`config.mk`:
```
export PLATFORM = sky130hd
export DESIGN_NAME = nearest_neighbor_fit_downscaler
export DESIGN_NICKNAME = d
export VERILOG_FILES = /design/src/hdl/nnfd_pkg.sv /design/src/hdl/nnfd_div.sv /design/src/hdl/nnfd_dp.sv /design/src/hdl/nnfd_ctrl.sv /design/src/hdl/nearest_neighbor_fit_downscaler.sv
export SDC_FILE = /design/constraint.sdc
export NUM_CORES = 1
export LEC_CHECK = 0
export BUFFER_PORTS_ARGS = -buffer_cell sky130_fd_sc_hd__buf_4
export CORE_ASPECT_RATIO = 0.9
export CORE_MARGIN = 1
export CORE_UTILIZATION = 55
export DETAILED_ROUTE_END_ITERATION = 12
export PLACE_DENSITY_LB_ADDON = 0.2
export SYNTH_ARGS = -nofsm -noshare
export SYNTH_HDL_FRONTEND = slang
export SYNTH_SLANG_ARGS = --single-unit
```
`constraint.sdc`:
```
create_clock -name clk_i -period 8.6 [get_ports clk_i]
set_input_delay 1.72 -clock clk_i [delete_from_list [all_inputs] [get_ports clk_i]]
set_output_delay 1.72 -clock clk_i [all_outputs]
set_load 0.1 [all_outputs]
```
`src/hdl/nnfd_pkg.sv`:
```
package nnfd_pkg;

  // Fixed limits of this block
  localparam int MaxSourceSide = 4096;
  localparam int MaxOutputSide = 240;

  // Field and register widths
  localparam int PixW       = 16;
  localparam int CfgSideW   = 13;
  localparam int CfgTargetW = 16;
  localparam int CfgDataW   = 16;
  localparam int CfgIdxW    = 2;
  localparam int SrcSideW   = $clog2(MaxSourceSide + 1);
  localparam int SrcIdxW    = $clog2(MaxSourceSide);
  localparam int OutSideW   = $clog2(MaxOutputSide + 1);

  // Shared divider operands: product of a source side and an output side
  localparam int DivNumW = SrcSideW + OutSideW;
  localparam int DivDenW = SrcSideW;
  localparam int DivCntW = $clog2(DivNumW);

  // Register indexes
  localparam logic [CfgIdxW-1:0] CfgSourceWidth  = CfgIdxW'(0);
  localparam logic [CfgIdxW-1:0] CfgSourceHeight = CfgIdxW'(1);
  localparam logic [CfgIdxW-1:0] CfgTargetSide   = CfgIdxW'(2);

  // Register reset values
  localparam logic [CfgSideW-1:0]   RstSourceWidth  = CfgSideW'(320);
  localparam logic [CfgSideW-1:0]   RstSourceHeight = CfgSideW'(320);
  localparam logic [CfgTargetW-1:0] RstTargetSide   = CfgTargetW'(240);

  typedef enum logic [2:0] {
    S_IDLE,
    S_CHECK,
    S_BGO,
    S_BWAIT,
    S_EVAL,
    S_NGO,
    S_NWAIT
  } nnfd_state_e;

  typedef enum logic [1:0] {
    DEST_DIM,
    DEST_COL,
    DEST_ROW
  } nnfd_dest_e;

  // controller -> datapath
  typedef struct packed {
    logic load_in;
    logic begin_img;
    logic mul_begin;
    logic mul_step;
    logic div_start;
    logic div_write;
    logic emit;
    logic advance;
  } nnfd_cmd_t;

  // datapath -> controller
  typedef struct packed {
    logic begin_req;
    logic begin_div;
    logic hit;
    logic stat_hit;
    logic need_div;
    logic out_free;
    logic div_busy;
    logic div_done;
  } nnfd_stat_t;

endpackage

```
`src/hdl/nnfd_div.sv`:
```
module nnfd_div (
  input  logic                          clk_i,
  input  logic                          rst_ni,
  input  logic                          start_i,
  input  logic [nnfd_pkg::DivNumW-1:0]  num_i,
  input  logic [nnfd_pkg::DivDenW-1:0]  den_i,
  output logic                          busy_o,
  output logic                          done_o,
  output logic [nnfd_pkg::DivNumW-1:0]  quo_o
);
  import nnfd_pkg::*;

  logic [DivDenW-1:0] rem_q, rem_d;
  logic [DivNumW-1:0] quo_q, quo_d;
  logic [DivDenW-1:0] den_q;
  logic [DivCntW-1:0] cnt_q;
  logic               busy_q, done_q;
  logic [DivDenW:0]   rem_sh;
  logic [DivDenW+1:0] diff;

  // restoring radix-2, one quotient bit per cycle
  always_comb begin
    rem_sh = {rem_q, quo_q[DivNumW-1]};
    diff   = {1'b0, rem_sh} - {2'b00, den_q};
    if (!diff[DivDenW+1]) begin
      rem_d = diff[DivDenW-1:0];
      quo_d = {quo_q[DivNumW-2:0], 1'b1};
    end else begin
      rem_d = rem_sh[DivDenW-1:0];
      quo_d = {quo_q[DivNumW-2:0], 1'b0};
    end
  end

  always_ff @(posedge clk_i or negedge rst_ni) begin
    if (!rst_ni) begin
      busy_q <= 1'b0;
      done_q <= 1'b0;
      cnt_q  <= '0;
    end else if (start_i) begin
      busy_q <= 1'b1;
      done_q <= 1'b0;
      cnt_q  <= '0;
    end else if (busy_q) begin
      cnt_q <= cnt_q + DivCntW'(1);
      if (cnt_q == DivCntW'(DivNumW - 1)) begin
        busy_q <= 1'b0;
        done_q <= 1'b1;
      end
    end else begin
      done_q <= 1'b0;
    end
  end

  always_ff @(posedge clk_i) begin
    if (start_i) begin
      rem_q <= '0;
      quo_q <= num_i;
      den_q <= den_i;
    end else if (busy_q) begin
      rem_q <= rem_d;
      quo_q <= quo_d;
    end
  end

  assign busy_o = busy_q;
  assign done_o = done_q;
  assign quo_o  = quo_q;

`ifndef SYNTHESIS
  a_done_not_busy: assert property (@(posedge clk_i) disable iff (!rst_ni)
    done_q |-> !busy_q)
    else $error("divider done while still busy");
`endif

endmodule

```
`src/hdl/nnfd_dp.sv`:
```
module nnfd_dp (
  input  logic                           clk_i,
  input  logic                           rst_ni,
  input  logic                           cfg_we_i,
  input  logic [nnfd_pkg::CfgIdxW-1:0]   cfg_idx_i,
  input  logic [nnfd_pkg::CfgDataW-1:0]  cfg_data_i,
  input  logic [nnfd_pkg::PixW-1:0]      pixel_in_i,
  input  logic                           start_of_image_i,
  input  nnfd_pkg::nnfd_cmd_t            cmd_i,
  output nnfd_pkg::nnfd_stat_t           stat_o,
  input  logic                           out_ready_i,
  output logic                           out_valid_o,
  output logic [nnfd_pkg::PixW-1:0]      pixel_out_o,
  output logic [nnfd_pkg::OutSideW-1:0]  out_x_o,
  output logic [nnfd_pkg::OutSideW-1:0]  out_y_o,
  output logic [nnfd_pkg::OutSideW-1:0]  out_width_o,
  output logic [nnfd_pkg::OutSideW-1:0]  out_height_o,
  output logic                           last_pixel_o,
  output logic                           status_o
);
  import nnfd_pkg::*;

  // configuration
  logic [CfgSideW-1:0]   src_w_q, src_h_q;
  logic [CfgTargetW-1:0] tgt_q;

  // latched input beat
  logic [PixW-1:0] pix_q;
  logic            sof_q;

  // position state
  logic [SrcIdxW-1:0]  src_col_q, src_col_d, src_row_q, src_row_d;
  logic [OutSideW-1:0] out_col_q, out_col_d, out_row_q, out_row_d;
  logic [SrcIdxW-1:0]  nwc_q, nwc_d, nwr_q, nwr_d;
  logic [OutSideW-1:0] cw_q, cw_d, ch_q, ch_d;
  logic                long_w_q, long_w_d;

  // multiply / divide staging
  logic [DivNumW-1:0]  prod_q;
  logic [DivDenW-1:0]  den_q;
  nnfd_dest_e          dest_q;
  logic [SrcSideW-1:0] mul_a;
  logic [OutSideW-1:0] mul_b;
  logic [DivDenW-1:0]  mul_den;
  nnfd_dest_e          mul_dest;
  logic                div_busy, div_done;
  logic [DivNumW-1:0]  div_quo;
  logic [OutSideW-1:0] quo_dim;

  // output register
  logic                out_valid_q;
  logic [PixW-1:0]     out_pix_q;
  logic [OutSideW-1:0] out_x_q, out_y_q, out_w_q, out_h_q;
  logic                out_last_q, out_status_q;

  // derived
  logic [SrcSideW-1:0] eff_w, eff_h;
  logic [OutSideW-1:0] side;
  logic                fits, w_long;
  logic [SrcSideW:0]   col_p1, row_p1;
  logic [OutSideW-1:0] out_col_p1, out_row_p1;
  logic                row_case, src_last;

  always_ff @(posedge clk_i or negedge rst_ni) begin
    if (!rst_ni) begin
      src_w_q <= RstSourceWidth;
      src_h_q <= RstSourceHeight;
      tgt_q   <= RstTargetSide;
    end else if (cfg_we_i) begin
      case (cfg_idx_i)
        CfgSourceWidth:  src_w_q <= cfg_data_i[CfgSideW-1:0];
        CfgSourceHeight: src_h_q <= cfg_data_i[CfgSideW-1:0];
        CfgTargetSide:   tgt_q   <= cfg_data_i[CfgTargetW-1:0];
        default: ;
      endcase
    end
  end

  // clamps
  always_comb begin
    if (src_w_q == '0) eff_w = SrcSideW'(1);
    else if (src_w_q > CfgSideW'(MaxSourceSide)) eff_w = SrcSideW'(MaxSourceSide);
    else eff_w = SrcSideW'(src_w_q);
    if (src_h_q == '0) eff_h = SrcSideW'(1);
    else if (src_h_q > CfgSideW'(MaxSourceSide)) eff_h = SrcSideW'(MaxSourceSide);
    else eff_h = SrcSideW'(src_h_q);
    if (tgt_q == '0) side = OutSideW'(1);
    else if (tgt_q > CfgTargetW'(MaxOutputSide)) side = OutSideW'(MaxOutputSide);
    else side = tgt_q[OutSideW-1:0];
  end

  assign fits   = (eff_w <= SrcSideW'(side)) && (eff_h <= SrcSideW'(side));
  assign w_long = (eff_w >= eff_h);

  assign col_p1     = {1'b0, SrcSideW'(src_col_q)} + (SrcSideW+1)'(1);
  assign row_p1     = {1'b0, SrcSideW'(src_row_q)} + (SrcSideW+1)'(1);
  assign out_col_p1 = out_col_q + OutSideW'(1);
  assign out_row_p1 = out_row_q + OutSideW'(1);
  assign row_case   = (out_col_p1 >= cw_q);
  assign src_last   = (SrcSideW'(src_col_q) == eff_w - SrcSideW'(1)) &&
                      (SrcSideW'(src_row_q) == eff_h - SrcSideW'(1));

  // multiplier operand select
  always_comb begin
    if (cmd_i.mul_begin) begin
      mul_a    = w_long ? eff_h : eff_w;
      mul_b    = side;
      mul_den  = w_long ? eff_w : eff_h;
      mul_dest = DEST_DIM;
    end else if (row_case) begin
      mul_a    = eff_h;
      mul_b    = out_row_p1;
      mul_den  = DivDenW'(ch_q);
      mul_dest = DEST_ROW;
    end else begin
      mul_a    = eff_w;
      mul_b    = out_col_p1;
      mul_den  = DivDenW'(cw_q);
      mul_dest = DEST_COL;
    end
  end

  always_ff @(posedge clk_i) begin
    if (cmd_i.load_in) begin
      pix_q <= pixel_in_i;
      sof_q <= start_of_image_i;
    end
    if (cmd_i.mul_begin || cmd_i.mul_step) begin
      prod_q <= DivNumW'(mul_a) * DivNumW'(mul_b);
      den_q  <= mul_den;
      dest_q <= mul_dest;
    end
  end

  nnfd_div u_div (
    .clk_i   (clk_i),
    .rst_ni  (rst_ni),
    .start_i (cmd_i.div_start),
    .num_i   (prod_q),
    .den_i   (den_q),
    .busy_o  (div_busy),
    .done_o  (div_done),
    .quo_o   (div_quo)
  );

  // zero size forced to one
  assign quo_dim = (div_quo == '0) ? OutSideW'(1) : div_quo[OutSideW-1:0];

  always_comb begin
    src_col_d = src_col_q;
    src_row_d = src_row_q;
    out_col_d = out_col_q;
    out_row_d = out_row_q;
    nwc_d     = nwc_q;
    nwr_d     = nwr_q;
    cw_d      = cw_q;
    ch_d      = ch_q;
    long_w_d  = long_w_q;
    if (cmd_i.begin_img) begin
      src_col_d = '0;
      src_row_d = '0;
      out_col_d = '0;
      out_row_d = '0;
      nwc_d     = '0;
      nwr_d     = '0;
      long_w_d  = w_long;
      if (fits) begin
        cw_d = '0;
        ch_d = '0;
      end else begin
        cw_d = w_long ? side : '0;
        ch_d = w_long ? '0 : side;
      end
    end
    if (cmd_i.emit && !stat_o.stat_hit) begin
      if (row_case) begin
        out_col_d = '0;
        out_row_d = out_row_p1;
        nwc_d     = '0;
      end else begin
        out_col_d = out_col_p1;
      end
    end
    if (cmd_i.div_write) begin
      case (dest_q)
        DEST_DIM: begin
          if (long_w_q) ch_d = quo_dim;
          else cw_d = quo_dim;
        end
        DEST_COL: nwc_d = div_quo[SrcIdxW-1:0];
        DEST_ROW: nwr_d = div_quo[SrcIdxW-1:0];
        default: ;
      endcase
    end
    if (cmd_i.advance) begin
      if (col_p1 >= {1'b0, eff_w}) begin
        src_col_d = '0;
        if (row_p1 >= {1'b0, eff_h}) src_row_d = '0;
        else src_row_d = row_p1[SrcIdxW-1:0];
      end else begin
        src_col_d = col_p1[SrcIdxW-1:0];
      end
    end
  end

  always_ff @(posedge clk_i or negedge rst_ni) begin
    if (!rst_ni) begin
      src_col_q <= '0;
      src_row_q <= '0;
      out_col_q <= '0;
      out_row_q <= '0;
      nwc_q     <= '0;
      nwr_q     <= '0;
      cw_q      <= '0;
      ch_q      <= '0;
      long_w_q  <= 1'b0;
    end else begin
      src_col_q <= src_col_d;
      src_row_q <= src_row_d;
      out_col_q <= out_col_d;
      out_row_q <= out_row_d;
      nwc_q     <= nwc_d;
      nwr_q     <= nwr_d;
      cw_q      <= cw_d;
      ch_q      <= ch_d;
      long_w_q  <= long_w_d;
    end
  end

  // output register
  always_ff @(posedge clk_i or negedge rst_ni) begin
    if (!rst_ni) begin
      out_valid_q <= 1'b0;
    end else if (cmd_i.emit) begin
      out_valid_q <= 1'b1;
    end else if (out_ready_i) begin
      out_valid_q <= 1'b0;
    end
  end

  always_ff @(posedge clk_i) begin
    if (cmd_i.emit) begin
      if (stat_o.stat_hit) begin
        out_pix_q    <= '0;
        out_x_q      <= '0;
        out_y_q      <= '0;
        out_w_q      <= '0;
        out_h_q      <= '0;
        out_last_q   <= 1'b1;
        out_status_q <= 1'b1;
      end else begin
        out_pix_q    <= pix_q;
        out_x_q      <= out_col_q;
        out_y_q      <= out_row_q;
        out_w_q      <= cw_q;
        out_h_q      <= ch_q;
        out_last_q   <= (out_col_p1 == cw_q) && (out_row_p1 == ch_q);
        out_status_q <= 1'b0;
      end
    end
  end

  assign stat_o.begin_req = sof_q || (src_col_q == '0 && src_row_q == '0);
  assign stat_o.begin_div = !fits;
  assign stat_o.hit       = (out_row_q < ch_q) && (out_col_q < cw_q) &&
                            (src_row_q == nwr_q) && (src_col_q == nwc_q);
  assign stat_o.stat_hit  = (cw_q == '0) && src_last;
  assign stat_o.need_div  = row_case ? (out_row_p1 < ch_q) : 1'b1;
  assign stat_o.out_free  = !out_valid_q || out_ready_i;
  assign stat_o.div_busy  = div_busy;
  assign stat_o.div_done  = div_done;

  assign out_valid_o  = out_valid_q;
  assign pixel_out_o  = out_pix_q;
  assign out_x_o      = out_x_q;
  assign out_y_o      = out_y_q;
  assign out_width_o  = out_w_q;
  assign out_height_o = out_h_q;
  assign last_pixel_o = out_last_q;
  assign status_o     = out_status_q;

`ifndef SYNTHESIS
  a_pos_in_frame: assert property (@(posedge clk_i) disable iff (!rst_ni)
    (out_valid_q && !out_status_q) |-> ((out_x_q < out_w_q) && (out_y_q < out_h_q)))
    else $error("scaled pixel lies outside the output frame");
`endif

endmodule

```
`src/hdl/nnfd_ctrl.sv`:
```
module nnfd_ctrl (
  input  logic                  clk_i,
  input  logic                  rst_ni,
  input  logic                  in_valid_i,
  output logic                  in_ready_o,
  input  nnfd_pkg::nnfd_stat_t  stat_i,
  output nnfd_pkg::nnfd_cmd_t   cmd_o
);
  import nnfd_pkg::*;

  nnfd_state_e state_q, state_d;

  always_ff @(posedge clk_i or negedge rst_ni) begin
    if (!rst_ni) begin
      state_q <= S_IDLE;
    end else begin
      state_q <= state_d;
    end
  end

  always_comb begin
    state_d    = state_q;
    cmd_o      = '0;
    in_ready_o = 1'b0;
    case (state_q)
      S_IDLE: begin
        in_ready_o = 1'b1;
        if (in_valid_i) begin
          cmd_o.load_in = 1'b1;
          state_d       = S_CHECK;
        end
      end
      S_CHECK: begin
        state_d = S_EVAL;
        if (stat_i.begin_req) begin
          cmd_o.begin_img = 1'b1;
          if (stat_i.begin_div) begin
            cmd_o.mul_begin = 1'b1;
            state_d         = S_BGO;
          end
        end
      end
      S_BGO: begin
        cmd_o.div_start = 1'b1;
        state_d         = S_BWAIT;
      end
      S_BWAIT: begin
        if (stat_i.div_done) begin
          cmd_o.div_write = 1'b1;
          state_d         = S_EVAL;
        end
      end
      S_EVAL: begin
        if (stat_i.hit || stat_i.stat_hit) begin
          if (stat_i.out_free) begin
            cmd_o.emit = 1'b1;
            if (stat_i.hit && stat_i.need_div) begin
              cmd_o.mul_step = 1'b1;
              state_d        = S_NGO;
            end else begin
              cmd_o.advance = 1'b1;
              state_d       = S_IDLE;
            end
          end
        end else begin
          cmd_o.advance = 1'b1;
          state_d       = S_IDLE;
        end
      end
      S_NGO: begin
        cmd_o.div_start = 1'b1;
        state_d         = S_NWAIT;
      end
      S_NWAIT: begin
        if (stat_i.div_done) begin
          cmd_o.div_write = 1'b1;
          cmd_o.advance   = 1'b1;
          state_d         = S_IDLE;
        end
      end
      default: begin
        state_d = S_IDLE;
      end
    endcase
  end

`ifndef SYNTHESIS
  a_emit_slot_free: assert property (@(posedge clk_i) disable iff (!rst_ni)
    cmd_o.emit |-> stat_i.out_free)
    else $error("result written over an untaken beat");

  a_div_start_idle: assert property (@(posedge clk_i) disable iff (!rst_ni)
    cmd_o.div_start |-> !stat_i.div_busy)
    else $error("divider restarted while busy");

  a_accept_to_check: assert property (@(posedge clk_i) disable iff (!rst_ni)
    (in_valid_i && in_ready_o) |=> (state_q == S_CHECK))
    else $error("accepted beat not followed by check");
`endif

endmodule

```
`src/hdl/nearest_neighbor_fit_downscaler.sv`:
```
// Flow: an accepted beat passes the check and evaluate states; its result beat is
//   registered at emit. A beat that opens an image that needs scaling first waits
//   for the image size divide; an emitted scaled pixel waits for the 21-step radix-2
//   divider. Emit stalls on an untaken output beat; no new beat is taken before idle.
// Reset: rst_ni asynchronous, active low; registers return to 320/320/240, all
//   position counters and the computed output size clear to zero.
module nearest_neighbor_fit_downscaler (
  input  logic                           clk_i,
  input  logic                           rst_ni,
  // configuration write port
  input  logic                           cfg_we_i,
  input  logic [nnfd_pkg::CfgIdxW-1:0]   cfg_idx_i,
  input  logic [nnfd_pkg::CfgDataW-1:0]  cfg_data_i,
  // source pixel beats
  input  logic                           in_valid_i,
  output logic                           in_ready_o,
  input  logic [nnfd_pkg::PixW-1:0]      pixel_in_i,
  input  logic                           start_of_image_i,
  // result beats
  output logic                           out_valid_o,
  input  logic                           out_ready_i,
  output logic [nnfd_pkg::PixW-1:0]      pixel_out_o,
  output logic [nnfd_pkg::OutSideW-1:0]  out_x_o,
  output logic [nnfd_pkg::OutSideW-1:0]  out_y_o,
  output logic [nnfd_pkg::OutSideW-1:0]  out_width_o,
  output logic [nnfd_pkg::OutSideW-1:0]  out_height_o,
  output logic                           last_pixel_o,
  output logic                           status_o
);
  import nnfd_pkg::*;

  // Control: the FSM walks each input beat through check (image start),
  // optional output-size divide, evaluate/emit, and the divide that finds the
  // next wanted source column or row. A single multiplier feeds a single
  // serial divider; both are shared by the image-start and per-pixel paths.
  nnfd_cmd_t  cmd;
  nnfd_stat_t stat;

  nnfd_ctrl u_ctrl (
    .clk_i      (clk_i),
    .rst_ni     (rst_ni),
    .in_valid_i (in_valid_i),
    .in_ready_o (in_ready_o),
    .stat_i     (stat),
    .cmd_o      (cmd)
  );

  // Datapath: config registers, position counters, mult/divide, and the
  // output register that holds a finished beat while the next input is taken.
  nnfd_dp u_dp (
    .clk_i            (clk_i),
    .rst_ni           (rst_ni),
    .cfg_we_i         (cfg_we_i),
    .cfg_idx_i        (cfg_idx_i),
    .cfg_data_i       (cfg_data_i),
    .pixel_in_i       (pixel_in_i),
    .start_of_image_i (start_of_image_i),
    .cmd_i            (cmd),
    .stat_o           (stat),
    .out_ready_i      (out_ready_i),
    .out_valid_o      (out_valid_o),
    .pixel_out_o      (pixel_out_o),
    .out_x_o          (out_x_o),
    .out_y_o          (out_y_o),
    .out_width_o      (out_width_o),
    .out_height_o     (out_height_o),
    .last_pixel_o     (last_pixel_o),
    .status_o         (status_o)
  );

endmodule
```
; Word level (Yosys, flattened, before mapping)
; Cells that the tools add are included.
[classes]
order_cmp = 12
eq_ne = 22
n_reduce_logical = 36
add_sub_neg = 8
mul = 1
muxes = 93
[op_table]
columns = operator, count
row1 = 8-bit 2-to-1 mux, 24
row2 = 12-bit 2-to-1 mux, 15
row3 = 13-bit 2-to-1 mux, 10
row4 = 21-bit 2-to-1 mux, 2
row5 = 14-bit by 13-bit greater-or-equal comparator with 1-bit output, 2
row6 = 12-bit by 1-bit adder with 13-bit output (second input constant), 2
row7 = 12-bit by 13-bit equality test with 1-bit output, 2
row8 = 13-bit > comparator (second input constant), 2
row9 = 13-bit by 8-bit less-or-equal comparator with 1-bit output, 2
row10 = 13-bit logical NOT, 2
row11 = 1-bit 2-to-1 mux, 26
row12 = 13-bit by 1-bit subtractor with 13-bit output (second input constant), 2
row13 = 12-bit equality test, 2
row14 = 12-bit logical NOT, 2
row15 = 8-bit less-than comparator, 3
row16 = 3-bit 2-to-1 mux, 8
row17 = 21-bit logical NOT, 1
row18 = 13-bit by 8-bit multiplier with 21-bit output, 1
row19 = 3-bit one-hot mux with 7 select lines, 1
row20 = 8-bit by 1-bit adder with 8-bit output (second input constant), 2
row21 = 8-bit equality test, 2
row22 = 16-bit by 8-bit > comparator with 1-bit output (second input constant), 1
row23 = 16-bit logical NOT, 1
row24 = 14-bit by 13-bit subtractor with 15-bit output, 1
row25 = other kinds (26), 56
[word_totals]
out_inout_bits = 52
input_bits = 40
word_cells = 204
register_bits = 284

; Longest topological paths before layout
; Gate-level depths: netlist of run 1.
[depth]
word_depth = 14
depth_mapped = 36
ltp_nobuf = 33

; Cells and area by module
; Synthesis of run 1 repeated with hierarchy kept, for this count alone.
[hier_totals]
hier_cells = 2011
hier_area_um2 = 19987.9
[modules_own_cells]
columns = module, cells_per_inst, area_per_inst_um2, instances
row1 = nnfd_dp, 1734, 16862.4, 1
row2 = nnfd_div, 230, 2771.4, 1
row3 = nnfd_ctrl, 47, 354.1, 1

; Worst setup path after synthesis of run 1
; No wires, ideal clock.
[synth_path]
path_type = reg2reg
startpoint = reg u_dp.src_w_q[3]
endpoint = reg u_dp.prod_q[20] (data pin)
n_path_buf = 4
setup_time_ns = 0.260
setup_slack_ns = 0.546
arrival_time_ns = 7.795
required_time_ns = 8.340
stages_incl_launch_ff = 33
cell_sequence = dfrtp_1 -> clkbuf_1 -> or4_1 -> nor2_1 -> a21oi_1 -> nor2_1 -> inv_1 -> ha_1 -> nand4_1 -> or2_2 -> o211ai_1 -> a21oi_1 -> a21oi_1 -> a21o_1 -> clkbuf_1 -> clkbuf_1 -> mux2i_1 -> clkbuf_1 -> a21oi_1 -> fa_1 -> fa_1 -> fa_1 -> inv_1 -> fa_1 -> inv_1 -> ha_1 -> and2_1 -> a31oi_1 -> o21ai_0 -> o41a_1 -> a211o_1 -> a21oi_1 -> xnor2_1
[synth_between]
elab_chain_len = 10
word_cells_on_any_way = 15
cone_classes = mul (1) / order compare (3) / mux (9) / reduce/logical (2)
[synth_rtl]
columns = element, line
row1 = "start, declared", nnfd_dp.sv:24  ; logic [CfgSideW-1:0] src_w_q, src_h_q;
row2 = "start signal, assigned", nnfd_dp.sv:66  ; src_w_q <= RstSourceWidth;
row3 = "start signal, assigned", nnfd_dp.sv:71  ; CfgSourceWidth: src_w_q <= cfg_data_i[CfgSideW-1:0];
row4 = 13-bit > comparator, nnfd_dp.sv:82  ; else if (src_w_q > CfgSideW'(MaxSourceSide)) eff_w = SrcSideW'(MaxSourceSide);
row5 = 13-bit 2-to-1 mux, nnfd_dp.sv:82
row6 = 13-bit 2-to-1 mux *, nnfd_dp.sv:81  ; if (src_w_q == '0) eff_w = SrcSideW'(1);
row7 = 13-bit by 8-bit less-or-equal comparator with 1-bit output, nnfd_dp.sv:92  ; assign fits = (eff_w <= SrcSideW'(side)) && (eff_h <= SrcSideW'(side));
row8 = 1-bit logical AND, nnfd_dp.sv:92
row9 = 1-bit 2-to-1 mux, nnfd_ctrl.sv:37  ; if (stat_i.begin_div) begin
row10 = 2-bit 2-to-1 mux, nnfd_ctrl.sv:35  ; if (stat_i.begin_req) begin
row11 = 2-bit 2-to-1 mux, nnfd_ctrl.sv:25  ; case (state_q)
row12 = 13-bit 2-to-1 mux / 8-bit 2-to-1 mux (equally long branches), nnfd_dp.sv:105  ; if (cmd_i.mul_begin) begin
row13 = 13-bit by 8-bit multiplier with 21-bit output *, nnfd_dp.sv:129  ; prod_q <= DivNumW'(mul_a) * DivNumW'(mul_b);
row14 = "end signal, assigned", nnfd_dp.sv:129
row15 = "end, declared", nnfd_dp.sv:39  ; logic [DivNumW-1:0] prod_q;
; Every way passes the cells marked *; elsewhere a longest branch is shown, timed or not.
; A chain may end at the register's enable or synchronous reset.

; Final worst setup path of run 1
[layout_path]
startpoint = reg u_dp.src_col_q[1]
endpoint = reg u_dp.prod_q[20] (data pin)
[layout_between]
elab_chain_len = 7
word_cells_on_any_way = 8
cone_classes = mul (1) / mux (4) / reduce/logical (3)
[layout_rtl]
columns = element, line
row1 = "start, declared", nnfd_dp.sv:32  ; logic [SrcIdxW-1:0] src_col_q, src_col_d, src_row_q, src_row_d;
row2 = "start signal, assigned", nnfd_dp.sv:218  ; src_col_q <= src_col_d;
row3 = 12-bit logical NOT *, nnfd_dp.sv:263  ; assign stat_o.begin_req = sof_q || (src_col_q == '0 && src_row_q == '0);
row4 = 1-bit logical AND *, nnfd_dp.sv:263
row5 = 1-bit logical OR *, nnfd_dp.sv:263
row6 = 2-bit 2-to-1 mux *, nnfd_ctrl.sv:35
row7 = 2-bit 2-to-1 mux *, nnfd_ctrl.sv:25
row8 = 13-bit 2-to-1 mux / 8-bit 2-to-1 mux (equally long branches), nnfd_dp.sv:105
row9 = 13-bit by 8-bit multiplier with 21-bit output *, nnfd_dp.sv:129
; Marked as above.

==> results of run 1 <==
[metal layers]
metal  vias to the layer above  global-route usage [%]  wire, um
met3                       107                   5.459      5058
met2                       710                   50.14     26350
met1                      8084                   45.09     25460
li1                       7596                       -         -
met4                         0                   8.299      1558
met5                         -                       0         0
[cell usage in the layout, fill, tap and decap left out, drive strengths merged, types with 44 or more instances in the layout]
cell type and n:
buf 170, nor2 125, edfxtp 137, nand3 64, mux2 48, inv 194
xnor2 48, nand2 178, dfrtp 126, ha 151, fa 67, a21o 51
xor2 53, clkbuf 44, o21ai 105, a21oi 169, nor2b 55
[report_power, final]
| part | internal, W | total (W) | leakage [nW] | switching [W] |
|---|---|---|---|---|
| registers | 0.00187 | 0.00217 | 3.21 | 0.000296 |
| clock network | 0.000781 | 0.00136 | 0.497 | 0.000580 |
| logic | 0.00120 | 0.00326 | 6.64 | 0.00206 |
[registers in the layout (all words and copies together) (netlist names), 12 cells and up]
register / count
u_dp.u_div.quo_o: 21
u_dp.prod_q: 21
u_dp.src_row_q: 12
u_dp.u_div.rem_q: 13
u_dp.u_div.den_q: 13
u_dp.src_w_q: 13
u_dp.pix_q: 16
u_dp.den_q: 13
u_dp.src_h_q: 13
u_dp.nwr_q: 12
u_dp.pixel_out_o: 16
u_dp.tgt_q: 16
u_dp.nwc_q: 12
u_dp.src_col_q: 12
[synth_stat cells, types with 10 or more instances]
cell      count
inv_1       192
nand2_1     178
a21oi_1     164
ha_1        151
edfxtp_1    137
dfrtp_1     126
nor2_1      125
clkbuf_1     89
o21ai_0      79
fa_1         67
nand3_1      61
nor2b_1      55
xor2_1       53
a21o_1       51
xnor2_1      48
mux2_2       47
nor3_1       30
nor4_1       30
nand4_1      26
mux2i_1      24
nand2b_1     23
o21ai_1      23
and3_1       18
a22o_1       14
o31ai_1      14
or3_1        14
dfxtp_1      13
o21a_1       13
or2_2        13
a31oi_1      12
a211oi_1     11
o211ai_1     11
and2_1       10
[timing repair]
| item | CTS | global route |
|---|---|---|
| gates resized for setup | 1 | 18 |
| hold buffers | 0 | 0 |
| endpoints found under the setup margin | 5 | 7 |
| buffers inserted | 0 | 3 |
[critical path, delay by kind of cell, from the launching register on]
kind / cells / cell delay, ns
adders and majority gates: 6 / 2.52
and+or+nand+nor: 6 / 2.36
DFF: 1 / 0.49
xor gates and xnor gates: 1 / 0.08
buffers and inverters: 5 / 0.58
AOI/OAI and AO/OA: 9 / 1.96
[kinds of logic after synthesis]
group	synth area share, %
muxes	3.866
xor gates and xnor gates	4.381
DFF	38.32
AOI/OAI and AO/OA	15.10
buffers and inverters	6.041
adders and majority gates	16.00
and+or+nand+nor	16.30
[per-stage QoR]
stage | util, % | setup slack (ns) | setup TNS [ns] | std cells
after global routing | 62.77 | -0.003376 | -0.003376 | 2691
after CTS | 62.53 | 0.1101 | 0 | 2688
after floorplan | - | 0.5459 | 0 | 2099
final | 62.77 | 0.3441 | 0 | 2691
after detailed placement | 59.66 | -0.2135 | -0.7080 | 2630
after global placement | 59.66 | -0.1620 | -0.4132 | 2630
[layout make-up]
| class | count | area [sq um] |
|---|---|---|
| Tap cell | 476 | 595.6 |
| Clock inverter | 14 | 143.9 |
| Fill cell | 3033 | 13470 |
| Multi-Input combinational cell | 1510 | 11340 |
| Clock buffer | 44 | 887.1 |
| Inverter | 193 | 724.4 |
| Sequential cell | 284 | 7737 |
| Timing Repair Buffer | 170 | 1280 |
[worst paths after layout]
check | from | end | slack, ns | depth (start not counted)
min in group asynchronous | rst_ni | u_dp.u_div.busy_o | 1.11 | 1
worst min register to register | u_dp.den_q[3] | u_dp.u_div.den_q[3] | 0.42 | 0
worst min-delay path | u_dp.den_q[3] | u_dp.u_div.den_q[3] | 0.42 | 0
worst max-delay path | u_dp.src_col_q[1] | u_dp.prod_q[20] | 0.34 | 27
max in group asynchronous | rst_ni | u_dp.out_row_q[6] | 6.11 | 2
worst max register to register | u_dp.src_col_q[1] | u_dp.prod_q[20] | 0.34 | 27
==> flow_summary.toml, run 1 <==
[run_status]
outcome = "finished clean"

[cts]
cts.sinks = 284
cts_buffer_depth = 3
cts_tree = "built"
clk_pin_slew_ns = 0.06
cts_buffers = 31
cts_root_buf = "clkbuf_16"
cts_max_level = 1
clk_latency_ns = 0.62

[timing]
finalSetupViolCount = 0
clock_skew_ns = 0.03416
drv_slew = 0
worst_pin_slew_ns = 1.237
max_clock_freq_mhz = 121.1
finalHoldViolations = 0
slew_headroom_pct = 17.28
hold_ws_ns = 0.4187
fin_crit_sh_pct = 96.00
fin_crit_ns = 8.256

[worst_setup_path]
setup.worst_path.end_class = "flop"
required_ns = 8.96
cpMostUsedCell = "fa_1"
critPathMaxStageDelay_ns = 0.54
worstPathMaxFanout = 13
start_kind = "flop"
critPathSlowestCell = "fa_1"
worstSetupPathType = "reg -> reg"
cp.arrival_ns = 8.62

[place]
place_hpwl_um = 44490
place_area_sq_mm = 0.02158
place_congestion = 0.9871
io_buffers = 91

[logic_synthesis]
synthFlopType = "edfxtp_1"
synth.area.top_cells = "edfxtp_1, dfrtp_1, ha_1"
syn_inst = 2099
syn-cell-area_sq_mm = 0.02019
synth_seq_cells = 284
synth-edff-count = 137
synth_top_area_share_pct = 20.37
synth_cell_types = 93
yosysWarnings = 0
seq_area_frac_synth_pct = 38.32
avgSynthCellArea_sq_um = 9.620
async_flop_share_pct = 47.18
syn_nets = 2357
synth_top_area_cell = "edfxtp_1"

[die]
dieArea_sq_mm = 0.03749
num_rows = 66
pin_count = 92
dieHeight_um = 183.8
initial_utilization_pct = 55.83
core_area_sq_mm = 0.03617
dieWidth_um = 204.0

[pwr]
power.density_mw_per_mm2 = 299.3
power_w = 0.006795
p_leak_nw = 10.35
peakVddDrop_mv = 0.1843

[finish]
num-nets-final = 2448
area_growth_pct = 12.44
drive_above_1_share_pct = 15.35
final_cell_area_sq_mm = 0.02270
antenna_cells = 0

[route]
via_count = 16500
drt_wl_total_um = 58430
route.detailed.drc = 0
avgRoutedWirePerCell_um = 21.71
ant_nets = 0
drt_iter0_markers = 1646
vias_per_cell = 6.130
drt_pass1_iterations = 6

[global_route]
grt_pass1_vias = 16250
grt_pass1_wl_um = 92320
antenna_found_initial = 0
track_usage_pct = 31.71
overflow = 0
grt_max_degree = 69

[hold_path]
hp-class = "reg -> reg"

[flow_run]
drv_cap = 0
(Power assumes the default switching activity.)
==> inputs of run 2 (changes only) <==
==> constraint.sdc (replaced) <==
create_clock -name clk_i -period 8.1 [get_ports clk_i]
set_input_delay 1.62 -clock clk_i [delete_from_list [all_inputs] [get_ports clk_i]]
set_output_delay 1.62 -clock clk_i [all_outputs]
set_load 0.1 [all_outputs]
==> flow_summary.toml, run 2 (synthesis gave the netlist of run 1 again) <==
[run_status]
outcome = "finished clean"

[die]
dieArea_sq_mm = 0.03749
core_area_sq_mm = 0.03617
dieWidth_um = 204.0
initial_utilization_pct = 55.83
dieHeight_um = 183.8
num_rows = 66
pin_count = 92

[finish]
final.fill_count = 3018
seqCellArea_sq_mm = 0.007737
multi_input_comb_area_sq_mm = 0.01140
antenna_cells = 0
final_cell_mix = "buf_4, inv_1, nand2_1"
area_growth_pct = 14.03
fin_util_pct = 63.66
num-nets-final = 2473
final_common_cell = "buf_4"
drive_above_1_share_pct = 16.79
fin_cells = 2716

[route]
avgRoutedWirePerCell_um = 21.38
route.detailed.drc = 0
drt_pass1_iterations = 6
via_count = 16650
ant_nets = 0
drt_wl_total_um = 58080
drt_iter0_markers = 1697
vias_per_cell = 6.130

[worst_setup_path]
worstSetupPathType = "reg -> reg"
timing.rr.end = "u_dp.prod_q[20]"
critPathMaxStageDelay_ns = 0.55
required_ns = 8.44
rr_startpoint = "u_dp.src_col_q[1]"
cp.arrival_ns = 8.22
start_kind = "flop"
rrSetupSlack_ns = 0.22
setup.worst_path.end_class = "flop"
cp_top_family = "adder cells"
critPathSlowestCell = "fa_1"
cpMostUsedCell = "fa_1"
worstPathMaxFanout = 8
path_buf_inv = 6
r2r_cells = 28

[global_route]
met2_usage_pct = 48.87
grt_util_met1_pct = 44.47
grt.met3_usage_pct = 5.353
track_usage_pct = 31.22
grt_pass1_vias = 16130
grt_pass1_wl_um = 90580
grt_busiest_layer = "met2"
antenna_found_initial = 0
grt_max_degree = 72
overflow = 0

[cts]
cts_root_buf = "clkbuf_16"
cts_max_level = 1
cts.sinks = 284
cts_hold_repair.buffers = 0
cts_tree = "built"
cts_buffer_depth = 3
clk_latency_ns = 0.60
clk_pin_slew_ns = 0.06
cts_buffers = 31

[place]
place_inst = 2651
place_hpwl_um = 44140
place_congestion = 1.012
place_ws_ns = -0.2486
io_buffers = 91

[timing]
slew_headroom_pct = 19.72
fin_crit_ns = 7.878
finalSetupViolCount = 0
finalHoldViolations = 0
clock_skew_ns = 0.02969
worst_pin_slew_ns = 1.204
max_clock_freq_mhz = 126.9
hold_ws_ns = 0.4173
drv_slew = 0
fin_crit_sh_pct = 97.26
finalWorstSetupSlack_ns = 0.2221

[pwr]
p_leak_nw = 10.53
power.density_mw_per_mm2 = 319.3
peakVddDrop_mv = 0.1929

[hold_path]
hold_path_depth = 0
hp-class = "reg -> reg"
min_to = "u_dp.u_div.den_q[1]"
hold_start = "u_dp.den_q[1]"

[flow_run]
drv_cap = 0
==> run 2: worst max-delay path by stage <==
stage,startpoint,to,slack [ns],depth (start not counted)
4_1_cts,u_dp.tgt_q[15],u_dp.prod_q[19],0.02,30
2_1_floorplan,u_dp.src_w_q[3],u_dp.prod_q[20],0.05,32
6_report,u_dp.src_col_q[1],u_dp.prod_q[20],0.22,28
3_5_place_dp,u_dp.src_col_q[1],u_dp.prod_q[19],-0.25,26
3_3_place_gp,u_dp.src_col_q[1],u_dp.prod_q[17],-0.14,26
5_1_grt,u_dp.tgt_q[15],u_dp.prod_q[20],-0.03,31
==> run 2: area by class of cell <==
class / instances / share of cell area, %
repair buffers: 195 / 6.407
clock inverters: 11 / 0.8640
well taps: 476 / 2.587
multi-input cells: 1510 / 49.50
clock buffers: 47 / 3.896
inverters: 193 / 3.146
flip-flops and latches: 284 / 33.60
==> run 2: power breakdown <==
group	switching, W	total, W	internal, W
logic	0.00220	0.00353	0.00132
clock network	0.000604	0.00153	0.000925
registers	0.000306	0.00230	0.00199
total	0.00311	0.00735	0.00424
==> run 2: timing repair <==
action                     in CTS  in global routing
resized for setup               3                 33
setup endpoints to repair       5                  8
buffers inserted                0                  7
pin swaps                       0                  5
==> run 2: metrics by stage <==
stage               power (W)  TNS (ns)  cell area [sq um]
floorplan            0.004671         0              20190
finish               0.007352         0              23030
detailed placement   0.005728   -0.8802              21740
global placement     0.005642   -0.3994              21740
CTS                  0.007282         0              22850
global route         0.007819  -0.06694              23030
==> run 2: worst reg2reg max path, delay by kind of cell, from the launching register on <==
| kind | cells | cell delay, ns |
|---|---|---|
| AO/OA/AOI/OAI | 9 | 1.74 |
| flip-flops | 1 | 0.49 |
| adder cells (fa/ha/maj) | 6 | 2.54 |
| XOR/XNOR | 1 | 0.08 |
| AND/OR/NAND/NOR | 6 | 2.04 |
| buffers and inverters | 6 | 0.73 |
==> run 2: layer usage <==
layer,part of all wire [%],vias to the layer above
met5,0,-
met4,3.1,0
li1,-,7652
met1,43,8107
met3,9.0,118
met2,45,771
==> inputs of run 3 (changes only) <==
--- a/config.mk
+++ b/config.mk
@@ -11,6 +11,7 @@
 export CORE_UTILIZATION = 55
 export DETAILED_ROUTE_END_ITERATION = 12
 export PLACE_DENSITY_LB_ADDON = 0.2
+export RECOVER_POWER = 50
 export SYNTH_ARGS = -nofsm -noshare
 export SYNTH_HDL_FRONTEND = slang
 export SYNTH_SLANG_ARGS = --single-unit
==> flow_summary.toml, run 3 (synthesis gave the netlist of run 1 again) <==
[timing]
hold_ws_ns = 0.4185
max_clock_freq_mhz = 127.7
drv_slew = 234
finalSetupViolCount = 0
finalHoldViolations = 0
fin_crit_sh_pct = 96.67
clock_skew_ns = 0.02994
fin_crit_ns = 7.830
slew_headroom_pct = -164.5
setup_tns_ns = 0
worst_pin_slew_ns = 3.967

[route]
drt_pass1_iterations = 6
avgRoutedWirePerCell_um = 21.36
route.detailed.drc = 0
drt_iter0_markers = 1618
drt_wl_total_um = 58020
via_count = 16620
ant_nets = 0
vias_per_cell = 6.119

[worst_setup_path]
cp.arrival_ns = 8.17
worstSetupPathType = "reg -> reg"
required_ns = 8.44
worstPathMaxFanout = 8
setup.worst_path.end_class = "flop"
critPathMaxStageDelay_ns = 0.55
cpMostUsedCell = "fa_1"
start_kind = "flop"
critPathSlowestCell = "fa_1"

[cts]
cts_max_level = 1
clk_latency_ns = 0.60
cts_hold_repair.buffers = 0
cts.sinks = 284
cts_root_buf = "clkbuf_16"
cts_buffer_depth = 3
cts_tree = "built"
cts_buffers = 31
clk_pin_slew_ns = 0.06

[place]
io_buffers = 91
place_hpwl_um = 44140
place_inst = 2651
place_congestion = 1.012

[die]
dieWidth_um = 204.0
pin_count = 92
dieArea_sq_mm = 0.03749
num_rows = 66
initial_utilization_pct = 55.83
dieHeight_um = 183.8
core_area_sq_mm = 0.03617

[pwr]
combPwrFrac_pct = 48.0
peakVddDrop_mv = 0.1925
power_w = 0.007352
p_leak_nw = 10.46
sequentialPowerShare_pct = 31.2
power.density_mw_per_mm2 = 320.3
p_sw_share_pct = 42.35
p_int_w = 0.004238
p_sw_w = 0.003114
pwr-share-clk_pct = 20.8

[global_route]
overflow = 0
grt_max_degree = 72
grt_util_met1_pct = 44.47
grt_busiest_layer = "met2"
antenna_found_initial = 0
grt_pass1_vias = 16130
track_usage_pct = 31.22
grt_pass1_wl_um = 90580
met2_usage_pct = 48.87
grt.met3_usage_pct = 5.353

[finish]
fin_util_pct = 63.46
drive_above_1_share_pct = 15.98
final_common_cell = "inv_1"
area_growth_pct = 13.67
antenna_cells = 0
fin_cells = 2716
num-nets-final = 2473
final_cell_mix = "inv_1, nand2_1, a21oi_1"

[flow_run]
drv_cap = 5

[run_status]
violations = "max-capacitance violations, max-slew violations"
outcome = "complete, but fails checks"

[hold_path]
hp-class = "reg -> reg"
-- run 3: layout make-up --
class	count	area (sq um)
Clock inverter	11	198.9
Fill cell	3031	13220
Tap cell	476	595.6
Timing Repair Buffer	195	1409
Inverter	193	724.4
Multi-Input combinational cell	1510	11390
Clock buffer	47	897.1
Sequential cell	284	7737
-- run 3: layer usage --
metal	vias to the layer above	routed length [um]
met5	-	0
met4	0	1822
met3	114	5411
met2	734	25880
met1	8128	24910
li1	7644	-
-- run 3: worst paths after layout --
kind                                  endpoint  slack [ns]              start  depth (start not counted)
max                            u_dp.prod_q[20]        0.27  u_dp.src_col_q[1]                         28
min                        u_dp.u_div.den_q[4]        0.42      u_dp.den_q[4]                          0
max reg2reg                    u_dp.prod_q[20]        0.27  u_dp.src_col_q[1]                         28
min reg2reg                u_dp.u_div.den_q[4]        0.42      u_dp.den_q[4]                          0
max in group asynchronous    u_dp.out_row_q[7]        2.48             rst_ni                          2
min in group asynchronous  u_dp.u_div.cnt_q[4]        2.40             rst_ni                          1
-- run 3: repair_timing --
| action | in CTS | in global routing |
|---|---|---|
| setup buffers | 0 | 7 |
| hold endpoints to repair | 0 | 0 |
| setup endpoints to repair | 5 | 8 |
| resized for setup | 3 | 33 |
| pin swaps | 0 | 5 |
-- run 3: critical path, delay by kind of cell, from the launching register on --
family | cells | cell delay, ns
adders and majority gates | 6 | 2.54
buffers and inverters | 6 | 0.73
AOI/OAI and AO/OA | 9 | 1.73
and+or+nand+nor | 6 | 2.00
xor gates and xnor gates | 1 | 0.08
DFF | 1 | 0.49
-- run 3: power groups by stage --
stage | clock, W | combinational (W) | sequential (W)
floorplan | 0 | 0.00240 | 0.00227
global placement | 0 | 0.00335 | 0.00229
detailed placement | 0 | 0.00342 | 0.00230
CTS | 0.00156 | 0.00345 | 0.00228
global route | 0.00161 | 0.00389 | 0.00232
finish | 0.00153 | 0.00353 | 0.00230
-- run 3: per-stage QoR --
step	area [sq um]	worst slack, ns
CTS	22850	0.01635
global placement	21740	-0.1375
detailed placement	21740	-0.2486
finish	22950	0.2701
floorplan	20190	0.04586
global route	22950	-0.03211
